$ cat config.mk
export PLATFORM = sky130hd
export DESIGN_NAME = scan_code_to_key_decoder
export DESIGN_NICKNAME = d
export VERILOG_FILES = /design/src/sc2k_pkg.sv /design/src/sc2k_decode.sv /design/src/scan_code_to_key_decoder.sv
export VERILOG_INCLUDE_DIRS = /design/src /design/src/src
export SDC_FILE = /design/constraint.sdc
export NUM_CORES = 1
export LEC_CHECK = 0
export BUFFER_PORTS_ARGS = -buffer_cell sky130_fd_sc_hd__buf_2
export CORE_MARGIN = 2
export CORE_UTILIZATION = 45
export DETAILED_ROUTE_END_ITERATION = 7
export SLEW_MARGIN = 10
export SYNTH_ARGS = -nofsm -noshare
export SYNTH_HDL_FRONTEND = slang
export SYNTH_SLANG_ARGS = --single-unit
$ cat constraint.sdc
create_clock -name clk_i -period 5.25 [get_ports clk_i]
set_input_delay 0.2625 -clock clk_i [delete_from_list [all_inputs] [get_ports clk_i]]
set_output_delay 0.2625 -clock clk_i [all_outputs]
set_load 0.05 [all_outputs]
$ cat src/scan_code_to_key_decoder_macros.svh
// Assertion helpers shared by the decoder RTL.
// Both forms sample on clk_i and are disabled while rst_ni is low.
`ifndef SCAN_CODE_TO_KEY_DECODER_MACROS_SVH
`define SCAN_CODE_TO_KEY_DECODER_MACROS_SVH

`ifndef SYNTHESIS

// Property must hold at every clock edge out of reset.
`define SC2K_ASSERT(lbl, prop, msg) \
  lbl: assert property (@(posedge clk_i) disable iff (!rst_ni) (prop)) else $error(msg);

// Same-cycle implication out of reset.
`define SC2K_ASSERT_IMPL(lbl, ante, cons, msg) \
  lbl: assert property (@(posedge clk_i) disable iff (!rst_ni) (ante) |-> (cons)) \
    else $error(msg);

`else

`define SC2K_ASSERT(lbl, prop, msg)
`define SC2K_ASSERT_IMPL(lbl, ante, cons, msg)

`endif

`endif

$ cat src/sc2k_pkg.sv
`timescale 1ns / 1ps

package sc2k_pkg;

  // Entries at or past this index read as no key in both columns
  localparam logic [7:0] TableEntries = 8'd89;

  // Prefix bytes
  localparam logic [7:0] PrefixE0 = 8'hE0;
  localparam logic [7:0] PrefixE1 = 8'hE1;

  // Scan indexes with special handling
  localparam logic [6:0] ScanLShift = 7'd42;
  localparam logic [6:0] ScanRShift = 7'd54;
  localparam logic [6:0] ScanCaps   = 7'd58;
  localparam logic [6:0] ScanNum    = 7'd69;
  localparam logic [6:0] ScanScroll = 7'd70;
  localparam logic [6:0] SymFirst   = 7'd2;
  localparam logic [6:0] SymLast    = 7'd53;
  localparam logic [6:0] PadFirst   = 7'd71;
  localparam logic [6:0] PadLast    = 7'd83;

  // Key codes
  localparam logic [7:0] CodeNone  = 8'h00;
  localparam logic [7:0] CodePause = 8'hA0;
  localparam logic [7:0] LetterLo  = 8'h61;
  localparam logic [7:0] LetterHi  = 8'h7A;

  localparam logic [2:0] SkipReset = 3'd2;

  // One decoded result
  typedef struct packed {
    logic       event_valid;
    logic [7:0] key_code;
    logic       key_pressed;
    logic       extended_key;
    logic       led_update;
    logic       caps_led;
    logic       num_led;
    logic       scroll_led;
  } result_t;

  // Set-1 key table: {normal, shifted}
  function automatic logic [15:0] key_pair(input logic [6:0] idx);
    logic [15:0] pair;
    unique case (idx)
      7'd0:  pair = 16'h0000;
      7'd1:  pair = 16'h1B1B;
      7'd2:  pair = 16'h3121;
      7'd3:  pair = 16'h3240;
      7'd4:  pair = 16'h3323;
      7'd5:  pair = 16'h3424;
      7'd6:  pair = 16'h3525;
      7'd7:  pair = 16'h365E;
      7'd8:  pair = 16'h3726;
      7'd9:  pair = 16'h382A;
      7'd10: pair = 16'h3928;
      7'd11: pair = 16'h3029;
      7'd12: pair = 16'h2D5F;
      7'd13: pair = 16'h3D2B;
      7'd14: pair = 16'h0808;
      7'd15: pair = 16'h0909;
      7'd16: pair = 16'h7151;
      7'd17: pair = 16'h7757;
      7'd18: pair = 16'h6545;
      7'd19: pair = 16'h7252;
      7'd20: pair = 16'h7454;
      7'd21: pair = 16'h7959;
      7'd22: pair = 16'h7555;
      7'd23: pair = 16'h6949;
      7'd24: pair = 16'h6F4F;
      7'd25: pair = 16'h7050;
      7'd26: pair = 16'h5B7B;
      7'd27: pair = 16'h5D7D;
      7'd28: pair = 16'h0A0A;
      7'd29: pair = 16'h8181;
      7'd30: pair = 16'h6141;
      7'd31: pair = 16'h7353;
      7'd32: pair = 16'h6444;
      7'd33: pair = 16'h6646;
      7'd34: pair = 16'h6747;
      7'd35: pair = 16'h6848;
      7'd36: pair = 16'h6A4A;
      7'd37: pair = 16'h6B4B;
      7'd38: pair = 16'h6C4C;
      7'd39: pair = 16'h3B3A;
      7'd40: pair = 16'h2722;
      7'd41: pair = 16'h607E;
      7'd42: pair = 16'h8282;
      7'd43: pair = 16'h5C7C;
      7'd44: pair = 16'h7A5A;
      7'd45: pair = 16'h7858;
      7'd46: pair = 16'h6343;
      7'd47: pair = 16'h7656;
      7'd48: pair = 16'h6242;
      7'd49: pair = 16'h6E4E;
      7'd50: pair = 16'h6D4D;
      7'd51: pair = 16'h2C3C;
      7'd52: pair = 16'h2E3E;
      7'd53: pair = 16'h2F3F;
      7'd54: pair = 16'h8383;
      7'd55: pair = 16'h2A2A;
      7'd56: pair = 16'h8585;
      7'd57: pair = 16'h2020;
      7'd58: pair = 16'h8686;
      7'd59: pair = 16'h8787;
      7'd60: pair = 16'h8888;
      7'd61: pair = 16'h8989;
      7'd62: pair = 16'h8A8A;
      7'd63: pair = 16'h8B8B;
      7'd64: pair = 16'h8C8C;
      7'd65: pair = 16'h8D8D;
      7'd66: pair = 16'h8E8E;
      7'd67: pair = 16'h8F8F;
      7'd68: pair = 16'h9090;
      7'd69: pair = 16'h9191;
      7'd70: pair = 16'h9292;
      7'd71: pair = 16'h9337;
      7'd72: pair = 16'h9438;
      7'd73: pair = 16'h9539;
      7'd74: pair = 16'h2D2D;
      7'd75: pair = 16'h9634;
      7'd76: pair = 16'h9735;
      7'd77: pair = 16'h9836;
      7'd78: pair = 16'h2B2B;
      7'd79: pair = 16'h9931;
      7'd80: pair = 16'h9A32;
      7'd81: pair = 16'h9B33;
      7'd82: pair = 16'h9C30;
      7'd83: pair = 16'h9D2E;
      7'd87: pair = 16'h9E9E;
      7'd88: pair = 16'h9F9F;
      default: pair = 16'h0000;
    endcase
    return pair;
  endfunction

endpackage

$ cat src/sc2k_decode.sv
`timescale 1ns / 1ps

// Decodes one scan byte against the lock/prefix state and advances that
// state when the byte moves on to the result register.
module sc2k_decode (
  input  logic             clk_i,
  input  logic             rst_ni,
  input  logic             advance_i,
  input  logic [7:0]       scan_code_i,
  input  logic [2:0]       pause_skip_count_i,
  output sc2k_pkg::result_t result_o
);
  import sc2k_pkg::*;

  logic       shift_q, shift_d;
  logic       caps_q, caps_d;
  logic       num_q, num_d;
  logic       scroll_q, scroll_d;
  logic       ext_q, ext_d;
  logic [2:0] skip_q, skip_d;

  logic [6:0]  idx;
  logic [15:0] pair;
  logic [7:0]  code_norm;
  logic [7:0]  code_shft;
  logic        is_letter;
  logic        use_shifted;
  logic        pressed;

  // Table lookup, with the out-of-table range forced to no key
  assign idx       = scan_code_i[6:0];
  assign pair      = ({1'b0, idx} < TableEntries) ? key_pair(idx) : 16'h0000;
  assign code_norm = pair[15:8];
  assign code_shft = pair[7:0];
  assign is_letter = (code_norm >= LetterLo) && (code_norm <= LetterHi);
  assign pressed   = ~scan_code_i[7];

  // Column select
  always_comb begin
    if (is_letter) begin
      use_shifted = shift_q ^ caps_q;
    end else if ((idx >= SymFirst) && (idx <= SymLast)) begin
      use_shifted = shift_q;
    end else if ((idx >= PadFirst) && (idx <= PadLast) && !ext_q) begin
      use_shifted = num_q;
    end else begin
      use_shifted = 1'b0;
    end
  end

  // Result and next state
  always_comb begin
    shift_d  = shift_q;
    caps_d   = caps_q;
    num_d    = num_q;
    scroll_d = scroll_q;
    ext_d    = ext_q;
    skip_d   = skip_q;

    result_o              = '0;
    result_o.key_code     = CodeNone;

    if (skip_q != 3'd0) begin
      skip_d = skip_q - 3'd1;
    end else if (scan_code_i == PrefixE1) begin
      result_o.event_valid = 1'b1;
      result_o.key_code    = CodePause;
      result_o.key_pressed = 1'b1;
      skip_d               = pause_skip_count_i;
    end else if (scan_code_i == PrefixE0) begin
      ext_d = 1'b1;
    end else begin
      result_o.event_valid  = 1'b1;
      result_o.key_code     = use_shifted ? code_shft : code_norm;
      result_o.key_pressed  = pressed;
      result_o.extended_key = ext_q;
      ext_d                 = 1'b0;
      if ((idx == ScanLShift) || (idx == ScanRShift)) begin
        shift_d = pressed;
      end else if (pressed && (idx == ScanCaps)) begin
        caps_d              = ~caps_q;
        result_o.led_update = 1'b1;
      end else if (pressed && (idx == ScanNum)) begin
        num_d               = ~num_q;
        result_o.led_update = 1'b1;
      end else if (pressed && (idx == ScanScroll)) begin
        scroll_d            = ~scroll_q;
        result_o.led_update = 1'b1;
      end
    end

    // LEDs show the lock state after this byte
    result_o.caps_led   = caps_d;
    result_o.num_led    = num_d;
    result_o.scroll_led = scroll_d;
  end

  // Decoder state
  always_ff @(posedge clk_i or negedge rst_ni) begin
    if (!rst_ni) begin
      shift_q  <= 1'b0;
      caps_q   <= 1'b0;
      num_q    <= 1'b0;
      scroll_q <= 1'b0;
      ext_q    <= 1'b0;
      skip_q   <= 3'd0;
    end else if (advance_i) begin
      shift_q  <= shift_d;
      caps_q   <= caps_d;
      num_q    <= num_d;
      scroll_q <= scroll_d;
      ext_q    <= ext_d;
      skip_q   <= skip_d;
    end
  end

endmodule

$ cat src/scan_code_to_key_decoder.sv
`timescale 1ns / 1ps
`include "scan_code_to_key_decoder_macros.svh"

// PS/2 set-1 scan byte decoder. Every byte accepted gives exactly one
// result: a key event (ASCII or special key code, press/release, E0 flag,
// LED update request and the current lock LEDs) or a non-event for E0
// prefixes and the bytes skipped after an E1 pause prefix. One byte is
// accepted per clock while the input is not stalled; an accepted byte is held
// in the input register, decoded from it, and moves into the result register
// once that register is empty or its result is taken. Only the output side's
// stall slows the flow. The pause skip count is written through the cfg port,
// which is always ready; write it only while no bytes are in flight. It
// resets to 2.
module scan_code_to_key_decoder (
  input  logic       clk_i,
  input  logic       rst_ni,
  // configuration write
  input  logic       cfg_valid_i,
  output logic       cfg_ready_o,
  input  logic [2:0] pause_skip_count_i,
  // scan byte input
  input  logic       in_valid_i,
  output logic       in_stall_o,
  input  logic [7:0] scan_code_i,
  // result output
  output logic       out_valid_o,
  input  logic       out_stall_i,
  output logic       event_valid_o,
  output logic [7:0] key_code_o,
  output logic       key_pressed_o,
  output logic       extended_key_o,
  output logic       led_update_o,
  output logic       caps_led_o,
  output logic       num_led_o,
  output logic       scroll_led_o
);
  import sc2k_pkg::*;

  logic [2:0] skip_cfg_q;
  logic       in_valid_q;
  logic [7:0] scan_q;
  logic       out_valid_q;
  result_t    result_q;
  result_t    result_d;
  logic       out_ready;
  logic       in_ready;
  logic       advance;

  // Configuration register
  assign cfg_ready_o = 1'b1;

  always_ff @(posedge clk_i or negedge rst_ni) begin
    if (!rst_ni) begin
      skip_cfg_q <= SkipReset;
    end else if (cfg_valid_i && cfg_ready_o) begin
      skip_cfg_q <= pause_skip_count_i;
    end
  end

  // Flow control: result register frees when empty or taken
  assign out_ready  = !out_valid_q || !out_stall_i;
  assign advance    = in_valid_q && out_ready;
  assign in_ready   = !in_valid_q || out_ready;
  assign in_stall_o = !in_ready;

  // Input register
  always_ff @(posedge clk_i or negedge rst_ni) begin
    if (!rst_ni) begin
      in_valid_q <= 1'b0;
    end else if (in_ready) begin
      in_valid_q <= in_valid_i;
    end
  end

  always_ff @(posedge clk_i) begin
    if (in_ready && in_valid_i) begin
      scan_q <= scan_code_i;
    end
  end

  sc2k_decode u_decode (
    .clk_i              (clk_i),
    .rst_ni             (rst_ni),
    .advance_i          (advance),
    .scan_code_i        (scan_q),
    .pause_skip_count_i (skip_cfg_q),
    .result_o           (result_d)
  );

  // Result register
  always_ff @(posedge clk_i or negedge rst_ni) begin
    if (!rst_ni) begin
      out_valid_q <= 1'b0;
    end else if (out_ready) begin
      out_valid_q <= in_valid_q;
    end
  end

  always_ff @(posedge clk_i) begin
    if (advance) begin
      result_q <= result_d;
    end
  end

  assign out_valid_o    = out_valid_q;
  assign event_valid_o  = result_q.event_valid;
  assign key_code_o     = result_q.key_code;
  assign key_pressed_o  = result_q.key_pressed;
  assign extended_key_o = result_q.extended_key;
  assign led_update_o   = result_q.led_update;
  assign caps_led_o     = result_q.caps_led;
  assign num_led_o      = result_q.num_led;
  assign scroll_led_o   = result_q.scroll_led;

  // Checks
  `SC2K_ASSERT(a_stall_only_when_full, !in_stall_o || (in_valid_q && out_valid_o && out_stall_i), "input stalled without a blocked result")
  `SC2K_ASSERT_IMPL(a_led_needs_press, out_valid_o && led_update_o, event_valid_o && key_pressed_o, "LED update on a non-press result")
  `SC2K_ASSERT_IMPL(a_nonevent_clear, out_valid_o && !event_valid_o, (key_code_o == CodeNone) && !key_pressed_o && !extended_key_o && !led_update_o, "non-event result carries key data")
  `SC2K_ASSERT_IMPL(a_pause_not_ext, out_valid_o && event_valid_o && (key_code_o == CodePause), key_pressed_o && !extended_key_o, "pause event with wrong flags")

endmodule
### Yosys cells after proc, flatten, opt, wreduce, memory -nomap -nowiden

Memory sizes are Yosys's and may differ from the RTL's. A register that Yosys moved wholly into a read port is not among the register bits.
Index checks and enable logic that the tools add are counted.

| storage, ports and cells | value |
|---|---|
| flip-flop bits (word level) | 36 |
| ROM bits | 2048 |
| bits of input ports | 16 |
| output and inout port bits | 18 |
| memories kept | 1 |

Memories:

| memory | words | width | rd ports | clocked after Yosys merged registers in | write ports | line | RTL |
|---|---|---|---|---|---|---|---|
| (name not given) | 128 | 16 | 1 | 1 | 0 | sc2k_pkg.sv:46 | `unique case (idx)` |

| cells by class | value |
|---|---|
| add/sub/neg operators | 1 |
| magnitude comparators | 7 |
| eq/ne operators | 7 |
| muxes and demuxes | 33 |
| bitwise logic cells | 8 |
| reduce and logical (&&, ||, !) cells | 24 |

Operators by type and width:

| cell | number |
|---|---|
| $mux W1 | 26 |
| $eq A7 B6 Y1 const B | 3 |
| $eq A8 B8 Y1 const B | 2 |
| $mux W16 | 1 |
| $eq A7 B7 Y1 const B | 2 |
| $mux W12 | 1 |
| $mux W10 | 1 |
| $logic_and A1 B1 Y1 | 9 |
| $ge A8 B7 Y1 const B | 1 |
| $le A8 B7 Y1 const B | 1 |
| $mux W8 | 1 |
| $ge A7 B2 Y1 const B | 1 |
| $ge A7 B7 Y1 const B | 1 |
| $le A7 B6 Y1 const B | 1 |
| $le A7 B7 Y1 const B | 1 |
| $lt A7 B7 Y1 const B | 1 |
| $mux W7 | 1 |
| $not A1 Y1 | 7 |
| $mux W3 | 2 |
| $logic_not A1 Y1 | 5 |
| $reduce_and A5 Y1 | 1 |
| $reduce_or A4 Y1 | 1 |
| $logic_or A1 B1 Y1 | 3 |
| $reduce_and A3 Y1 | 1 |
| other kinds (6) | 6 |

### Longest topological paths before layout

Gate-level depths: netlist of the first run.

| depth | value |
|---|---|
| word-level depth | 9 |
| mapped depth | 13 |

### Hierarchy

A second synthesis of the first run with hierarchy kept.

| unflattened totals | value |
|---|---|
| cell total of the unflattened synthesis | 449 |
| area, all modules | 3608.5 um^2 |

Modules (own cells, without submodules):

| module | instances | cells an instance | area an instance (um^2) | sequential area each (um^2) |
|---|---|---|---|---|
| sc2k_decode | 1 | 410 | 2710.1 | 200.2 |
| scan_code_to_key_decoder | 1 | 39 | 898.4 | 817.0 |

### Worst setup path before layout of the first run

Ideal clock, no wire load.

| path | value |
|---|---|
| path kind | register to register |
| from | register out_valid_q, in the netlist out_valid_o |
| to | register with a tool-made name |
| arrival time | 2801 ps |
| setup slack | 2357 ps |
| stages on the path, launching flop included | 12 |
| cell sequence | dfrtp_1 nand3_4 nand2_2 inv_2 mux2_4 ha_1 clkbuf_1 nor2_1 or3b_1 nand3_1 a31oi_1 o32ai_1 |

RTL lines:

| what | line | RTL |
|---|---|---|
| from (decl) | scan_code_to_key_decoder.sv:42 | `logic out_valid_q;` |
| from (signal assigned) | scan_code_to_key_decoder.sv:95 | `out_valid_q <= in_valid_q;` |

==> results by group, run 1 <==
Critical path
  • CP max FO: 31
  • Crit end category: flop
  • CP bufs+invs: 2
  • CP max stage delay: 0.48 ns
  • CP startpoint kind: flop
  • Worst Path Required: 5.43 ns
  • CP cell instances: nand3_4 -> nand2_2 -> inv_2 -> mux2_4 -> inv_1 -> ha_1 -> o21ai_0 -> o21ai_0 -> o21ai_1 -> a41o_1 -> o32ai_1
  • Slowest-stage cell, CP: inv_2
  • Critical path arrival: 3.84 ns
  • CP top delay family: compound AO/OA/AOI/OAI gates
  • Crit Path Category: flop to flop
  • Crit path top cell by count: o21ai_0

Synthesis
  • Synth cell types: 74
  • Ys Warns: 0
  • Post-Synth Adder-Cell Area: 0.0400
  • Synth Cell Area: 4060 µm²
  • Post-synth top area share: 0.170
  • Post-synthesis compound-gate area fraction: 0.291
  • XOR/XNOR Fraction of Synth Area: 0.0237
  • Post-Syn Nets: 534
  • Asr flop ratio synth: 0.250
  • Most used DFF post-synth: edfxtp_1
  • Post-synth EDFFs: 23
  • Largest family of logic cells by synthesized area: compound AO/OA/AOI/OAI gates
  • Sequential fraction of the synthesis area: 0.329
  • #FFs+latches synth: 52
  • Dominant cell type by area after synthesis: edfxtp_1
  • Simple-gate share of the synthesized area: 0.197
  • Avg Cell Area, Syn: 8.05 µm²
  • Largest cells by area after synthesis: edfxtp_1, dfxtp_1, dfrtp_1
  • Post-synthesis mux area share: 0.0551
  • Gate count of the mapped netlist: 505

Global routing
  • Vias in the first global route: 3,626
  • GRT Resource Usage Total: 0.252
  • Top Usage Layer GRT: met2
  • Met2 Usage GRT: 0.398
  • Met3 usage: 0.0369
  • Initial antenna violation count: 0
  • First-pass GRT wire length: 19,900 µm
  • Pin count of the biggest net entering global routing: 40
  • Met1 Usage GRT: 0.359
  • Overflow after GRT: 0

STA
  • Clk_skew: 0.00473 ns
  • Max-slew headroom: 0.375
  • Final Hold Viols: 0
  • Setup tns final: 0 ns
  • Setup violations, final: 0
  • Worst Max-Slew Pin Slew: 0.937 ns
  • Final Critical Period: 3.66 ns
  • Pins Over Slew Limit: 0
  • Final worst path period share: 0.697
  • RSZ-0062 raised after global routing: false
  • Fmax achieved: 273 MHz

Route
  • ANT nets after route: 0
  • DR iter-0 viols: 530
  • Routed vias/inst: 6.43
  • Final WL: 12,400 µm
  • Vias: 3,974
  • Routed len/inst: 20.0 µm
  • First drt pass iteration count: 5
  • Drt drc: 0

Clock network
  • Clk root buf: clkbuf_8
  • Worst-path clk slew: 0.10 ns
  • Htree depth: 2
  • TritonCTS clock tree: yes
  • Worst skew pair latency: 0.30 ns
  • Clk sinks: 52
  • Longest Clk Path Bufs: 2
  • Cts repair resizes: 0
  • CTS Buf Count: 5

Die
  • Full die area: 9810 µm²
  • Die H: 99.0 µm
  • Chip width: 99.0 µm
  • Initial core utilization: 0.466
  • I/O Pins: 34
  • Core area: 8720 µm²
  • Rows: 34

Layout
  • Most frequent cells in the layout: nor2_1, nand2_1, o21ai_0
  • Fin nets: 538
  • Share of cells above drive strength 1: 0.124
  • Commonest non-fill, non-tap cell in the layout: nor2_1
  • Ant diodes: 0
  • Synth-to-Final Area Change: 5.73%
  • Fillers: 866

Power and ir drop
  • Power density over the cells: 295 nW/µm²
  • Design Power: 1270 µW
  • Internal: 748 µW
  • Clock network power share: 0.180
  • Logic pwr share: 0.400
  • Lkg Pwr: 0.00170 µW
  • Sequential Power Share: 0.421
  • Sw Share: 0.410
  • Switch Pwr: 519 µW
  • Max IR drop VDD: 0.109 mV

Placed design
  • IO Port Bufs: 32
  • GPL Wtd Cong: 0.976
  • Post-DP HPWL: 8840 µm

Hold path
  • Type of the worst min-delay path: primary input to flop

Flow run
  • Max-cap violations: 0

Outcome
  • Status: finished, final reports clean
[synthesized netlist by cell type (6+ instances only)]
| master | n |
|---|---|
| o21ai_0 | 47 |
| dfxtp_1 | 16 |
| a21oi_1 | 39 |
| edfxtp_1 | 23 |
| mux2i_1 | 13 |
| a31oi_1 | 9 |
| xor2_1 | 6 |
| o22ai_1 | 8 |
| nand3_1 | 12 |
| clkbuf_1 | 22 |
| ha_1 | 13 |
| nand2b_1 | 6 |
| buf_2 | 14 |
| inv_1 | 11 |
| a211oi_1 | 12 |
| nor2_1 | 60 |
| nand2_1 | 51 |
| nor3_1 | 11 |
| o211ai_1 | 8 |
| dfrtp_1 | 12 |
[repair_timing]
action | in CTS | in global routing
hold endpoints to repair | 12 | 0
hold buffers | 1 | 0
buffers inserted | 0 | 0
[stage by stage]
stage	cells	setup slack (ns)	instance area, µm²	hold WS (ns)	utilization
3_5_place_dp	609	1.74	4200	0.189	0.481
6_report	618	1.59	4300	0.141	0.493
5_1_grt	618	1.40	4300	0.124	0.493
3_3_place_gp	609	1.70	4200	0.178	0.481
2_1_floorplan	505	2.36	4060	-0.0331	-
4_1_cts	618	1.70	4300	0.136	0.493
[logic make-up after synthesis]
| family | after synthesis |
|---|---|
| buffers and inverters | 56 |
| xor gates and xnor gates | 11 |
| AOI/OAI and AO/OA | 180 |
| DFF | 52 |
| and+or+nand+nor | 172 |
| adders and majority gates | 13 |
| other | 1 |
| muxes | 20 |
[cell type report]
class                           instances  area, µm²  area share
Tap cell                              108        135      0.0315
Inverter                               16       65.1      0.0151
Sequential cell                        52       1340       0.311
Clock buffer                            5       68.8      0.0160
Timing Repair Buffer                   37        200      0.0466
Multi-Input combinational cell        397       2470       0.575
Clock inverter                          3       18.8     0.00437
[routing by layer]
layer,share of wire,vias to the layer above
li1,-,1865
met1,0.44,1863
met2,0.45,219
met3,0.082,27
met4,0.025,0
met5,0,-
[power groups by stage]
stage | registers [µW] | clock network (µW) | logic, µW
6_report | 533 | 228 | 507
5_1_grt | 541 | 250 | 549
4_1_cts | 533 | 232 | 496
3_5_place_dp | 542 | 0 | 493
3_3_place_gp | 540 | 0 | 490
2_1_floorplan | 562 | 0 | 344
[worst paths after layout]
path                                                   to  slack, ns                           start  cells after the start
max                                                  flop       1.59          in_valid_q$_DFFE_PN0N_                     11
min                                   scan_q[7]$_DFFE_PP_       0.14                  scan_code_i[7]                      1
max reg2reg                                          flop       1.59          in_valid_q$_DFFE_PN0N_                     11
min reg2reg                u_decode.skip_q[0]$_DFFE_PN0P_       0.48  u_decode.skip_q[0]$_DFFE_PN0P_                      1
max in group asynchronous       skip_cfg_q[1]$_DFFE_PN1P_       4.56                          rst_ni                      2
min in group asynchronous         out_valid_o$_DFFE_PN0P_       0.39                          rst_ni                      2
Power figures use the tool's default switching activity.
==> inputs of run 2 (changes only) <==
PLACE_DENSITY = 0.65   (was unset)
clock period = 3.3 ns   (was 5.25 ns; I/O delays follow)
==> run 2 against run 1 <==
Against the previous run: highest routed layer unchanged; global-route usage up 0.62 points; sequential share of layout area down 1.1 points; hold slack worse by 0.098 ns; critical path type unchanged; cell area up 3.8%.
==> results by group, run 2 (same netlist as run 1, synthesis figures left out) <==
Outcome
  • Status: finished, final reports clean

Route
  • Routed vias/inst: 6.60
  • Metal3 WL: 1140 µm
  • First drt pass iteration count: 6
  • ANT nets after route: 0
  • Metal-1 WL: 5190 µm
  • Routed len/inst: 19.8 µm
  • Vias: 4,170
  • Max Used Layer: met4
  • Drt drc: 0
  • DR iter-0 viols: 590
  • Met2 WL: 5720 µm
  • Final WL: 12,500 µm

Hold path
  • Type of the worst min-delay path: primary input to flop
  • Worst Hold End: scan_q[7]$_DFFE_PP_
  • Min-delay src: scan_code_i[7]
  • Hold depth: 1

Layout
  • Sequential cell area: 1340 µm²
  • Fin nets: 552
  • Fillers: 836
  • Commonest non-fill, non-tap cell in the layout: nor2_1
  • Share of cells above drive strength 1: 0.147
  • Synth-to-Final Area Change: 9.73%
  • Ant diodes: 0
  • Multi-input gate area: 2470 µm²
  • Most frequent cells in the layout: nor2_1, nand2_1, o21ai_0

Clock network
  • Clk sinks: 52
  • Clk root buf: clkbuf_8
  • Longest Clk Path Bufs: 2
  • Worst skew pair latency: 0.30 ns
  • CTS Buf Count: 5
  • Cts repair resizes: 0
  • TritonCTS clock tree: yes
  • Htree depth: 2
  • Worst-path clk slew: 0.09 ns

Die
  • Core area: 8720 µm²
  • Full die area: 9810 µm²
  • Rows: 34
  • Chip width: 99.0 µm
  • Initial core utilization: 0.466
  • Die H: 99.0 µm
  • I/O Pins: 34

Critical path
  • CP startpoint kind: flop
  • Crit end category: flop
  • Worst Path Required: 3.51 ns
  • Critical path arrival: 3.10 ns
  • Critical path depth in cells: 10
  • CP top delay family: simple AND/OR/NAND/NOR gates
  • CP bufs+invs: 1
  • CP cell instances: nand3_4 -> nand2_2 -> inv_2 -> mux2_4 -> ha_1 -> nor2_1 -> or3b_1 -> nand3_1 -> a31oi_1 -> o32ai_1
  • CP max stage delay: 0.57 ns
  • CP max FO: 11
  • R2R cell count: 10
  • Crit Path Category: flop to flop
  • Worst r2r src: in_valid_q$_DFFE_PN0N_
  • R2R setup slack: 0.41 ns
  • Slowest-stage cell, CP: ha_1

STA
  • RSZ-0062 raised after global routing: false
  • Final worst path period share: 0.876
  • Max-slew headroom: 0.438
  • Fmax achieved: 346 MHz
  • Final setup margin: 0.409 ns
  • Clk_skew: 0.00573 ns
  • Pins Over Slew Limit: 0
  • Final Hold Viols: 0
  • Setup tns final: 0 ns
  • Final Critical Period: 2.89 ns
  • Setup violations, final: 0
  • Worst Max-Slew Pin Slew: 0.843 ns

Power and ir drop
  • Max IR drop VDD: 0.228 mV
  • Logic pwr share: 0.381
  • Sw Share: 0.378
  • Lkg Pwr: 0.00181 µW
  • Switch Pwr: 829 µW
  • Clock network power share: 0.234
  • Internal: 1370 µW
  • Power density over the cells: 492 nW/µm²
  • Sequential Power Share: 0.385

Placed design
  • Post-DP HPWL: 9010 µm
  • GPL Wtd Cong: 0.965
  • IO Port Bufs: 32
  • Pre-CTS setup slack: 0.506 ns

Global routing
  • First-pass GRT wire length: 20,500 µm
  • Pin count of the biggest net entering global routing: 39
  • GRT Resource Usage Total: 0.258
  • Vias in the first global route: 3,913
  • Overflow after GRT: 0
  • Initial antenna violation count: 0

Flow run
  • Max-cap violations: 0
run 2: cell types whose count changed in the layout (fill, tap and decap cells not counted):
cell,previous run,this run
buf_4,4,17
buf_12,0,1
clkinv_1,2,1
clkbuf_1,0,1
bufinv_16,0,2
clkinvlp_4,2,0
run 2: repair_timing:
item / 4_1_cts / 5_1_grt
hold buffers: 1 / 0
hold endpoints to repair: 12 / 0
setup buffers: 0 / 0
run 2: worst max path at each step:
| stage | start | to | slack [ns] |
|---|---|---|---|
| 2_1_floorplan | out_valid_o$_DFFE_PN0P_ | flop | 0.41 |
| 3_3_place_gp | in_valid_q$_DFFE_PN0N_ | flop | 0.55 |
| 3_5_place_dp | out_valid_o$_DFFE_PN0P_ | flop | 0.51 |
| 4_1_cts | out_valid_o$_DFFE_PN0P_ | flop | 0.47 |
| 5_1_grt | out_valid_o$_DFFE_PN0P_ | flop | 0.24 |
| 6_report | in_valid_q$_DFFE_PN0N_ | flop | 0.41 |
run 2: final cells by class:
cell class	count	share of cell area
multi-input combinational	397	0.554
clock inverter	2	0.0135
timing repair buffer	51	0.0713
tap	108	0.0303
sequential	52	0.300
clock buffer	6	0.0163
inverter	16	0.0146
run 2: power by group through the flow:
stage                     combinational [µW]  sequential, µW  clock (µW)
final                                    836             846         514
after floorplan                          548             894           0
after global routing                     912             857         549
after global placement                   808             857           0
after CTS                                817             847         520
after detailed placement                 812             861           0
run 2: metal layers:
layer | vias to the layer above | global-route usage
li1 | 1908 | -
met1 | 1948 | 0.353
met2 | 262 | 0.410
met3 | 52 | 0.0418
met4 | 0 | 0.0980
met5 | - | 0
run 2: stage by stage:
step / cells / hold WS, ns / power, µW / utilization / instance area, µm²
after floorplan: 505 / -0.131 / 1440 / - / 4060
after global placement: 623 / 0.0830 / 1660 / 0.495 / 4320
after detailed placement: 623 / 0.0810 / 1670 / 0.495 / 4320
after CTS: 632 / 0.0457 / 2180 / 0.511 / 4460
after global routing: 632 / 0.0277 / 2320 / 0.511 / 4460
final: 632 / 0.0424 / 2200 / 0.511 / 4460
